### config.mk
export PLATFORM = sky130hd
export DESIGN_NAME = tcp_connection_timer_table_unit
export DESIGN_NICKNAME = d
export VERILOG_FILES = /design/src/hdl/tctt_pkg.sv /design/src/hdl/tctt_ctrl.sv /design/src/hdl/tctt_dpath.sv /design/src/hdl/tcp_connection_timer_table_unit.sv
export SDC_FILE = /design/constraint.sdc
export NUM_CORES = 2
export LEC_CHECK = 0
export BUFFER_PORTS_ARGS = -buffer_cell sky130_fd_sc_hd__buf_4
export CORE_MARGIN = 5
export CORE_UTILIZATION = 35
export DETAILED_ROUTE_END_ITERATION = 8
export PLACE_DENSITY = 0.51
export SYNTH_ARGS = -nofsm -noshare
export SYNTH_HDL_FRONTEND = slang
export SYNTH_SLANG_ARGS = --single-unit
### constraint.sdc
create_clock -name clk -period 10.44 [get_ports clk]
set_clock_uncertainty 0.05 [all_clocks]
set_input_delay 0 -clock clk [delete_from_list [all_inputs] [get_ports clk]]
set_output_delay 0 -clock clk [all_outputs]
set_load 0.02 [all_outputs]
### src/hdl/tctt_pkg.sv
// tctt_pkg: shared types, codes and helpers for the connection timer table
// used by tctt_ctrl, tctt_dpath and tcp_connection_timer_table_unit
// no dependencies
package tctt_pkg;

	localparam int SLOTS  = 16;
	localparam int SLOT_W = $clog2(SLOTS);
	localparam int STEP_W = SLOT_W + 1;

	localparam int TICK_W  = 20;
	localparam int TW_W    = 31;
	localparam int RTI_W   = 24;
	localparam int RETRY_W = 4;
	localparam int LEFT_W  = 32;
	localparam int CFG_W   = 31;
	localparam int CFG_IDX_W = 2;

	localparam logic [LEFT_W-1:0] MAX_LEFT = 32'h7FFF_FFFF;

	typedef enum logic [2:0] {
		MODE_TICK       = 3'd0,
		MODE_ARM_TW     = 3'd1,
		MODE_ARM_RT     = 3'd2,
		MODE_DISARM_RT  = 3'd3,
		MODE_RESTART_RT = 3'd4
	} mode_t;

	typedef enum logic [1:0] {
		EV_RELEASE    = 2'd0,
		EV_RETRANSMIT = 2'd1,
		EV_ABORT      = 2'd2
	} ev_kind_t;

	typedef enum logic [CFG_IDX_W-1:0] {
		CFG_TICK_STEP   = 2'd0,
		CFG_TW_LENGTH   = 2'd1,
		CFG_RT_INITIAL  = 2'd2,
		CFG_RETRY_LIMIT = 2'd3
	} cfg_idx_t;

	typedef enum logic [1:0] {
		ST_IDLE,
		ST_WALK,
		ST_FLUSH
	} state_t;

	typedef struct packed {
		logic [2:0] mode;
		logic [3:0] slot;
		logic       send_queue_empty;
	} in_item_t;

	typedef struct packed {
		logic [3:0] event_slot;
		logic [1:0] event_kind;
		logic       last;
	} out_item_t;

	// controller to datapath
	typedef struct packed {
		logic do_cmd;
		logic do_step;
		logic do_flush;
	} dp_cmd_t;

	// datapath to controller
	typedef struct packed {
		logic step_ok;
		logic last_step;
		logic pend_valid;
		logic out_free;
	} dp_status_t;

	function automatic logic expired(input logic [LEFT_W-1:0] v);
		return (v == '0) || v[LEFT_W-1];
	endfunction

	// initial interval shifted by the retry count, saturating
	function automatic logic [LEFT_W-1:0] backoff(input logic [RTI_W-1:0] init,
			input logic [RETRY_W-1:0] cnt);
		logic [RTI_W+14:0] sh;
		sh = {15'd0, init} << cnt;
		if (|sh[RTI_W+14:LEFT_W-1])
			return MAX_LEFT;
		return {1'b0, sh[LEFT_W-2:0]};
	endfunction

endpackage

### src/hdl/tctt_ctrl.sv
// tctt_ctrl: sequencer for the connection timer table
// decides between commands, the tick walk and the final flush; uses tctt_pkg
module tctt_ctrl import tctt_pkg::*; (
	input  logic       clk,
	input  logic       arst_n,
	input  logic       in_valid,
	input  logic [2:0] in_mode,
	output logic       in_stall,
	input  dp_status_t status,
	output dp_cmd_t    cmd
);

	state_t state_q, state_d;

	always_ff @(posedge clk or negedge arst_n) begin
		if (!arst_n)
			state_q <= ST_IDLE;
		else
			state_q <= state_d;
	end

	always_comb begin
		state_d  = state_q;
		cmd      = '0;
		in_stall = 1'b1;
		case (state_q)
			ST_IDLE: begin
				in_stall = 1'b0;
				if (in_valid) begin
					if (in_mode == MODE_TICK)
						state_d = ST_WALK;
					else
						cmd.do_cmd = 1'b1;
				end
			end
			ST_WALK: begin
				cmd.do_step = 1'b1;
				if (status.step_ok && status.last_step)
					state_d = ST_FLUSH;
			end
			ST_FLUSH: begin
				cmd.do_flush = 1'b1;
				if (!status.pend_valid || status.out_free)
					state_d = ST_IDLE;
			end
			default: state_d = ST_IDLE;
		endcase
	end

`ifndef SYNTHESIS
	a_cmd_onehot: assert property (@(posedge clk) disable iff (!arst_n)
		$onehot0(cmd))
		else $error("more than one datapath command at once");

	a_walk_from_tick: assert property (@(posedge clk) disable iff (!arst_n)
		(state_q == ST_IDLE && state_d == ST_WALK) |-> (in_valid && in_mode == MODE_TICK))
		else $error("walk started without a tick");

	a_flush_after_walk: assert property (@(posedge clk) disable iff (!arst_n)
		(state_q == ST_WALK && status.step_ok && status.last_step) |=> state_q == ST_FLUSH)
		else $error("walk end did not lead to flush");
`endif

endmodule

### src/hdl/tctt_dpath.sv
// tctt_dpath: timer storage, per-timer update, event hold and output register
// driven by tctt_ctrl commands; uses tctt_pkg
module tctt_dpath import tctt_pkg::*; (
	input  logic                 clk,
	input  logic                 arst_n,
	input  dp_cmd_t              cmd,
	output dp_status_t           status,
	input  in_item_t             in_item,
	input  logic                 cfg_we,
	input  logic [CFG_IDX_W-1:0] cfg_index,
	input  logic [CFG_W-1:0]     cfg_data,
	output logic                 out_valid,
	input  logic                 out_stall,
	output out_item_t            out_item
);

	// configuration
	logic [TICK_W-1:0]  tick_step_q;
	logic [TW_W-1:0]    tw_length_q;
	logic [RTI_W-1:0]   rt_initial_q;
	logic [RETRY_W-1:0] retry_limit_q;

	// timer table
	logic [SLOTS-1:0]   tw_armed_q;
	logic [SLOTS-1:0]   rt_armed_q;
	logic [LEFT_W-1:0]  tw_left_q [SLOTS];
	logic [LEFT_W-1:0]  rt_left_q [SLOTS];
	logic [RETRY_W-1:0] retry_q   [SLOTS];

	// walk position: upper bits slot, low bit selects the retransmit timer
	logic [STEP_W-1:0]  idx_q;
	logic [SLOT_W-1:0]  wslot;
	logic               is_rt;

	logic               pend_valid_q;
	logic [3:0]         pend_slot_q;
	logic [1:0]         pend_kind_q;

	logic               out_valid_q;
	out_item_t          out_item_q;

	logic [LEFT_W-1:0]  tw_sub, rt_sub, rt_reload;
	logic               tw_fire, rt_fire, at_limit;
	logic               ev_found;
	logic [1:0]         ev_kind;
	logic               step_ok, out_free, advance, push_mid, push_last;
	logic [SLOT_W-1:0]  cslot;

	assign wslot = idx_q[STEP_W-1:1];
	assign is_rt = idx_q[0];
	assign cslot = in_item.slot[SLOT_W-1:0];

	assign tw_sub    = tw_left_q[wslot] - {{(LEFT_W-TICK_W){1'b0}}, tick_step_q};
	assign rt_sub    = rt_left_q[wslot] - {{(LEFT_W-TICK_W){1'b0}}, tick_step_q};
	assign tw_fire   = tw_armed_q[wslot] && expired(tw_sub);
	assign rt_fire   = rt_armed_q[wslot] && expired(rt_sub);
	assign at_limit  = retry_q[wslot] >= retry_limit_q;
	assign rt_reload = backoff(rt_initial_q, retry_q[wslot] + 1'b1);

	always_comb begin
		if (is_rt) begin
			ev_found = rt_fire;
			ev_kind  = at_limit ? EV_ABORT : EV_RETRANSMIT;
		end else begin
			ev_found = tw_fire;
			ev_kind  = EV_RELEASE;
		end
	end

	assign out_free  = !out_valid_q || !out_stall;
	assign step_ok   = !(ev_found && pend_valid_q) || out_free;
	assign advance   = cmd.do_step && step_ok;
	assign push_mid  = advance && ev_found && pend_valid_q;
	assign push_last = cmd.do_flush && pend_valid_q && out_free;

	assign status.step_ok    = step_ok;
	assign status.last_step  = &idx_q;
	assign status.pend_valid = pend_valid_q;
	assign status.out_free   = out_free;

	always_ff @(posedge clk or negedge arst_n) begin
		if (!arst_n) begin
			tick_step_q   <= TICK_W'(100000);
			tw_length_q   <= TW_W'(4000000);
			rt_initial_q  <= RTI_W'(200000);
			retry_limit_q <= RETRY_W'(3);
		end else if (cfg_we) begin
			case (cfg_index)
				CFG_TICK_STEP:   tick_step_q   <= cfg_data[TICK_W-1:0];
				CFG_TW_LENGTH:   tw_length_q   <= cfg_data[TW_W-1:0];
				CFG_RT_INITIAL:  rt_initial_q  <= cfg_data[RTI_W-1:0];
				CFG_RETRY_LIMIT: retry_limit_q <= cfg_data[RETRY_W-1:0];
				default: ;
			endcase
		end
	end

	// armed bits
	always_ff @(posedge clk or negedge arst_n) begin
		if (!arst_n) begin
			tw_armed_q <= '0;
			rt_armed_q <= '0;
		end else if (cmd.do_cmd) begin
			case (in_item.mode)
				MODE_ARM_TW:     tw_armed_q[cslot] <= 1'b1;
				MODE_ARM_RT:     rt_armed_q[cslot] <= 1'b1;
				MODE_DISARM_RT:  rt_armed_q[cslot] <= 1'b0;
				MODE_RESTART_RT: rt_armed_q[cslot] <= !in_item.send_queue_empty;
				default: ;
			endcase
		end else if (advance) begin
			if (!is_rt && tw_fire)
				tw_armed_q[wslot] <= 1'b0;
			if (is_rt && rt_fire && at_limit)
				rt_armed_q[wslot] <= 1'b0;
		end
	end

	// timer values and retry counts
	always_ff @(posedge clk) begin
		if (cmd.do_cmd) begin
			case (in_item.mode)
				MODE_ARM_TW: tw_left_q[cslot] <= {1'b0, tw_length_q};
				MODE_ARM_RT: begin
					rt_left_q[cslot] <= {{(LEFT_W-RTI_W){1'b0}}, rt_initial_q};
					retry_q[cslot]   <= '0;
				end
				MODE_RESTART_RT: begin
					if (!in_item.send_queue_empty) begin
						rt_left_q[cslot] <= {{(LEFT_W-RTI_W){1'b0}}, rt_initial_q};
						retry_q[cslot]   <= '0;
					end
				end
				default: ;
			endcase
		end else if (advance) begin
			if (!is_rt && tw_armed_q[wslot])
				tw_left_q[wslot] <= tw_sub;
			if (is_rt && rt_armed_q[wslot]) begin
				if (rt_fire && !at_limit) begin
					rt_left_q[wslot] <= rt_reload;
					retry_q[wslot]   <= retry_q[wslot] + 1'b1;
				end else begin
					rt_left_q[wslot] <= rt_sub;
				end
			end
		end
	end

	// walk index, held event and output register
	always_ff @(posedge clk or negedge arst_n) begin
		if (!arst_n) begin
			idx_q        <= '0;
			pend_valid_q <= 1'b0;
			out_valid_q  <= 1'b0;
		end else begin
			if (!cmd.do_step)
				idx_q <= '0;
			else if (advance)
				idx_q <= idx_q + 1'b1;

			// one event is held back so the final one of a tick can carry last
			if (advance && ev_found)
				pend_valid_q <= 1'b1;
			else if (push_last)
				pend_valid_q <= 1'b0;

			if (push_mid || push_last)
				out_valid_q <= 1'b1;
			else if (!out_stall)
				out_valid_q <= 1'b0;
		end
	end

	always_ff @(posedge clk) begin
		if (advance && ev_found) begin
			pend_slot_q <= 4'(wslot);
			pend_kind_q <= ev_kind;
		end
		if (push_mid || push_last) begin
			out_item_q.event_slot <= pend_slot_q;
			out_item_q.event_kind <= pend_kind_q;
			out_item_q.last       <= push_last;
		end
	end

	assign out_valid = out_valid_q;
	assign out_item  = out_item_q;

`ifndef SYNTHESIS
	a_kind_legal: assert property (@(posedge clk) disable iff (!arst_n)
		out_valid_q |-> (out_item_q.event_kind == EV_RELEASE ||
			out_item_q.event_kind == EV_RETRANSMIT || out_item_q.event_kind == EV_ABORT))
		else $error("illegal event kind on output");

	a_pend_after_event: assert property (@(posedge clk) disable iff (!arst_n)
		(advance && ev_found) |=> pend_valid_q)
		else $error("found event was not held");

	a_flush_clears: assert property (@(posedge clk) disable iff (!arst_n)
		push_last |=> (!pend_valid_q && out_valid_q && out_item_q.last))
		else $error("flush did not deliver the held event as last");

	a_idx_idle: assert property (@(posedge clk) disable iff (!arst_n)
		!cmd.do_step |=> idx_q == '0)
		else $error("walk index not cleared outside a walk");
`endif

endmodule

### src/hdl/tcp_connection_timer_table_unit.sv
// Connection timer table: 16 slots, each with a time-wait timer and a
// retransmission timer with exponential backoff.
// Input channel (in_valid/in_stall, in_item): one command or tick per item.
//   Commands (arm time-wait, arm, disarm or restart retransmit) give no
//   output. A tick walks every slot's two timers, one timer per cycle
//   while the walk is not paused, then hands the final event to the output
//   register; the input stalls from the tick being taken until that is done.
// Output channel (out_valid/out_stall, out_item): one item per expired timer,
//   in slot order, time-wait before retransmit for one slot; last marks the
//   final event of the tick. Events leave through one output register, and
//   one found event is held back until the next is found or the walk ends.
//   The walk pauses at a found event while one is held and out_stall blocks.
// Configuration (cfg_we, cfg_index, cfg_data) writes a register;
//   write only while no tick is in progress.
// Reset (arst_n, async, active low) disarms all timers and restores the
//   default register values; timer values are loaded whenever armed.
module tcp_connection_timer_table_unit import tctt_pkg::*; (
	input  logic                 clk,
	input  logic                 arst_n,
	input  logic                 in_valid,
	output logic                 in_stall,
	input  in_item_t             in_item,
	output logic                 out_valid,
	input  logic                 out_stall,
	output out_item_t            out_item,
	input  logic                 cfg_we,
	input  logic [CFG_IDX_W-1:0] cfg_index,
	input  logic [CFG_W-1:0]     cfg_data
);

	dp_cmd_t    cmd;
	dp_status_t status;

	tctt_ctrl u_ctrl (
		.clk      (clk),
		.arst_n   (arst_n),
		.in_valid (in_valid),
		.in_mode  (in_item.mode),
		.in_stall (in_stall),
		.status   (status),
		.cmd      (cmd)
	);

	tctt_dpath u_dpath (
		.clk       (clk),
		.arst_n    (arst_n),
		.cmd       (cmd),
		.status    (status),
		.in_item   (in_item),
		.cfg_we    (cfg_we),
		.cfg_index (cfg_index),
		.cfg_data  (cfg_data),
		.out_valid (out_valid),
		.out_stall (out_stall),
		.out_item  (out_item)
	);

endmodule

==> metrics.txt <==
Seq/Total Area, Yosys 0.686; DP Wirelength 92,600 µm; Gate Count Post-Synth 2,961; Pwr Density about 270 nW/µm²; cts hold-fix bufs 86; max-slew violation count 0; initial antenna violation count 13; hold depth 3; Least-Margin Pin Slew 1340 ps; Finished Cell Area between 60,000 and 70,000 µm²; Iteration-0 DRC Markers around 2,800; R2R setup slack 1670 ps; RR Endpoint u_dpath.tw_left_q[13][1]$_DFFE_PP_; final setup fails 0; IO Count 55; synthesized netlist net count 3,056; all-layer global routing usage 0.191; RR Startpoint u_dpath.idx_q[1]$_DFFE_PN0P_; critical path arrival 9110 ps; post-CTS setup buffer count 0; worst-path fanout max 38; CORE AREA around 150,000 µm²; grt ovf 0; most frequent cells in the layout edfxtp_1, mux4_2, nand2_1; Area growth syn-to-layout 16.7%; Clock Latency Late Sink a little under 800 ps; nets@finish 3,257; TritonCTS Buffers 131; Slew headroom 0.0844; leakage power between 15 and 20 nW; post-synthesis register bit count 1,221; share of layout cells above drive strength 1 0.258; port bufs 54; final setup TNS 0 ps; Mean Syn Cell Area around 18 µm²; status finished, final reports clean; Final Total Pwr 16.5 mW; ANT nets after route 0; final hold slack around 32 ps; Hold Crit Class in2reg; worst slack at placement ~1900 ps; Post-Syn Area 52,600 µm²; Area after DPL between 50,000 and 60,000 µm²; post-route setup slack 1670 ps; CP startpoint kind flip-flop; first-pass GRT wire length about 220,000 µm; fill cell total of the finished layout 13,400; Main synth FF type edfxtp_1; vias in the first global route 30,300; Post-synth EDFFs roughly 1,100; number of core rows 142; critical path type reg2reg; WL/cell 28.7 µm; worst hold start cfg_data[24]; fin crit share 0.840; asr flop ratio synth 0.0983; RSZ-0062 raised after global routing no; drc violations 0; Sink Count 1,221; commonest non-fill, non-tap cell in the layout edfxtp_1; Fmax 114 MHz; H-tree levels 4; CTS tree yes; area of the multi-input gates 16,100 µm²; count of cell types in the netlist 90; die area 158,000 µm²; Vias/cell 5.58; CTS clk-pin slew, worst paths about 60 ps; routed vias 29,500; GP Congestion about 0.91; Initial Utilization 0.352; Max VDD drop 176 µV; maxcap violations 0; worst path required time 10,780 ps; CTS Buffer Depth 3; warnings from Yosys 0; DIE HEIGHT about 400 µm; R2R depth 17; DIE WIDTH 398 µm; min Tclk post-route 8770 ps; CTS root buffer clkbuf_16; WHS Endpoint u_dpath.tw_length_q[24]$_DFFE_PN0P_; final WL 152,000 µm; Crit. End Element flip-flop; Hold Fails Final Rpt 0; TritonRoute pass-1 iters 7; CTS resizes 0; FF/Latch Area 36,100 µm²; largest net degree at the start of global routing 94
## registers in the layout, indices dropped and copies added, names as in the netlist
name / cells
u_ctrl.state_q: 2
u_dpath.idx_q: 5
u_dpath.out_item: 7
u_dpath.out_valid: 1
u_dpath.pend_kind_q: 2
u_dpath.pend_slot_q: 4
u_dpath.pend_valid_q: 1
u_dpath.retry_limit_q: 4
u_dpath.retry_q: 64
u_dpath.rt_armed_q: 16
u_dpath.rt_initial_q: 24
u_dpath.rt_left_q: 512
u_dpath.tick_step_q: 20
u_dpath.tw_armed_q: 16
u_dpath.tw_left_q: 512
u_dpath.tw_length_q: 31
## synthesized netlist by cell type (22+ instances only)
library cell  number  share of area
nand2_1          165          0.012
dfrtp_1           99          0.047
mux2i_1           86          0.016
xor2_1            22         0.0037
nand2b_1          22         0.0026
a21o_1            30         0.0043
mux4_2           325           0.14
clkbuf_1          83         0.0059
edfxtp_1        1101           0.63
buf_2             30         0.0029
o21ai_0           82         0.0078
a22oi_1           27         0.0039
a21oi_1          109          0.010
nor2_1           112         0.0080
mux2_2            85          0.018
xnor2_1           26         0.0043
nand3_1           32         0.0030
a31oi_1           26         0.0031
inv_1             57         0.0041
buf_1             27         0.0019
ha_1              47          0.011
o22ai_1           38         0.0045
## where the power goes
group	switching, mW	internal [mW]	total, mW
clock	1.94	2.81	4.75
sequential	0.179	5.96	6.14
combinational	3.44	2.19	5.63
total	5.56	11.0	16.5
## routing by layer
layer	wire, µm	up-vias	share of wire	track usage
li1	-	12500	-	-
met1	65900	15600	0.43	0.266
met2	71600	1098	0.47	0.306
met3	9910	258	0.065	0.0382
met4	4210	8	0.028	0.0570
met5	57	-	0.00038	0
## final cells by class
type | instances | area share
Multi-Input combinational cell | 1523 | 0.262
Clock buffer | 158 | 0.0565
Timing Repair Buffer | 227 | 0.0331
Sequential cell | 1221 | 0.588
Antenna cell | 2 | 0.0000816
Clock inverter | 77 | 0.0149
Inverter | 58 | 0.00355
Tap cell | 2016 | 0.0411
## critical path, stage by stage, from the launching register on
cell	delay [ps]
dfrtp_4	970
buf_12	340
mux4_2	540
mux4_2	510
ha_1	380
inv_1	80
o21ai_0	360
xnor2_1	200
nand2_1	70
a2111oi_0	1130
o2111ai_1	300
or4_1	510
nor4_2	490
o2bb2ai_2	260
o21ai_2	70
buf_4	210
nand2_2	740
mux2i_1	1050
## worst max-delay path by stage
| stage | from | end | slack, ps | cells after the start |
|---|---|---|---|---|
| after global placement | u_dpath.idx_q[1]$_DFFE_PN0P_ | u_dpath.tw_left_q[0][0]$_DFFE_PP_ | 2080 | 19 |
| after floorplan | u_dpath.idx_q[1]$_DFFE_PN0P_ | u_dpath.tw_left_q[6][0]$_DFFE_PP_ | 880 | 23 |
| after global routing | u_dpath.idx_q[1]$_DFFE_PN0P_ | u_dpath.tw_left_q[13][1]$_DFFE_PP_ | 1470 | 17 |
| after CTS | u_dpath.idx_q[1]$_DFFE_PN0P_ | u_dpath.tw_left_q[8][0]$_DFFE_PP_ | 1860 | 17 |
| final | u_dpath.idx_q[1]$_DFFE_PN0P_ | u_dpath.tw_left_q[13][1]$_DFFE_PP_ | 1670 | 17 |
| after detailed placement | u_dpath.idx_q[1]$_DFFE_PN0P_ | u_dpath.tw_left_q[15][1]$_DFFE_PP_ | 1870 | 17 |
## cell families after synthesis
| family | Yosys count | share of synthesized area |
|---|---|---|
| flip-flops | 1221 | 0.686 |
| multiplexers | 498 | 0.174 |
| AO/OA/AOI/OAI | 466 | 0.0593 |
| AND/OR/NAND/NOR | 462 | 0.0419 |
| buffers and inverters | 217 | 0.0183 |
| adder cells (fa/ha/maj) | 49 | 0.0119 |
| XOR/XNOR | 48 | 0.00799 |
## per-stage QoR
stage | util | instances
CTS | 0.410 | 5279
global route | 0.410 | 5281
finish | 0.410 | 5282
floorplan | - | 2961
detailed placement | 0.375 | 4958
global placement | 0.375 | 4958
(Power assumes the default switching activity.)
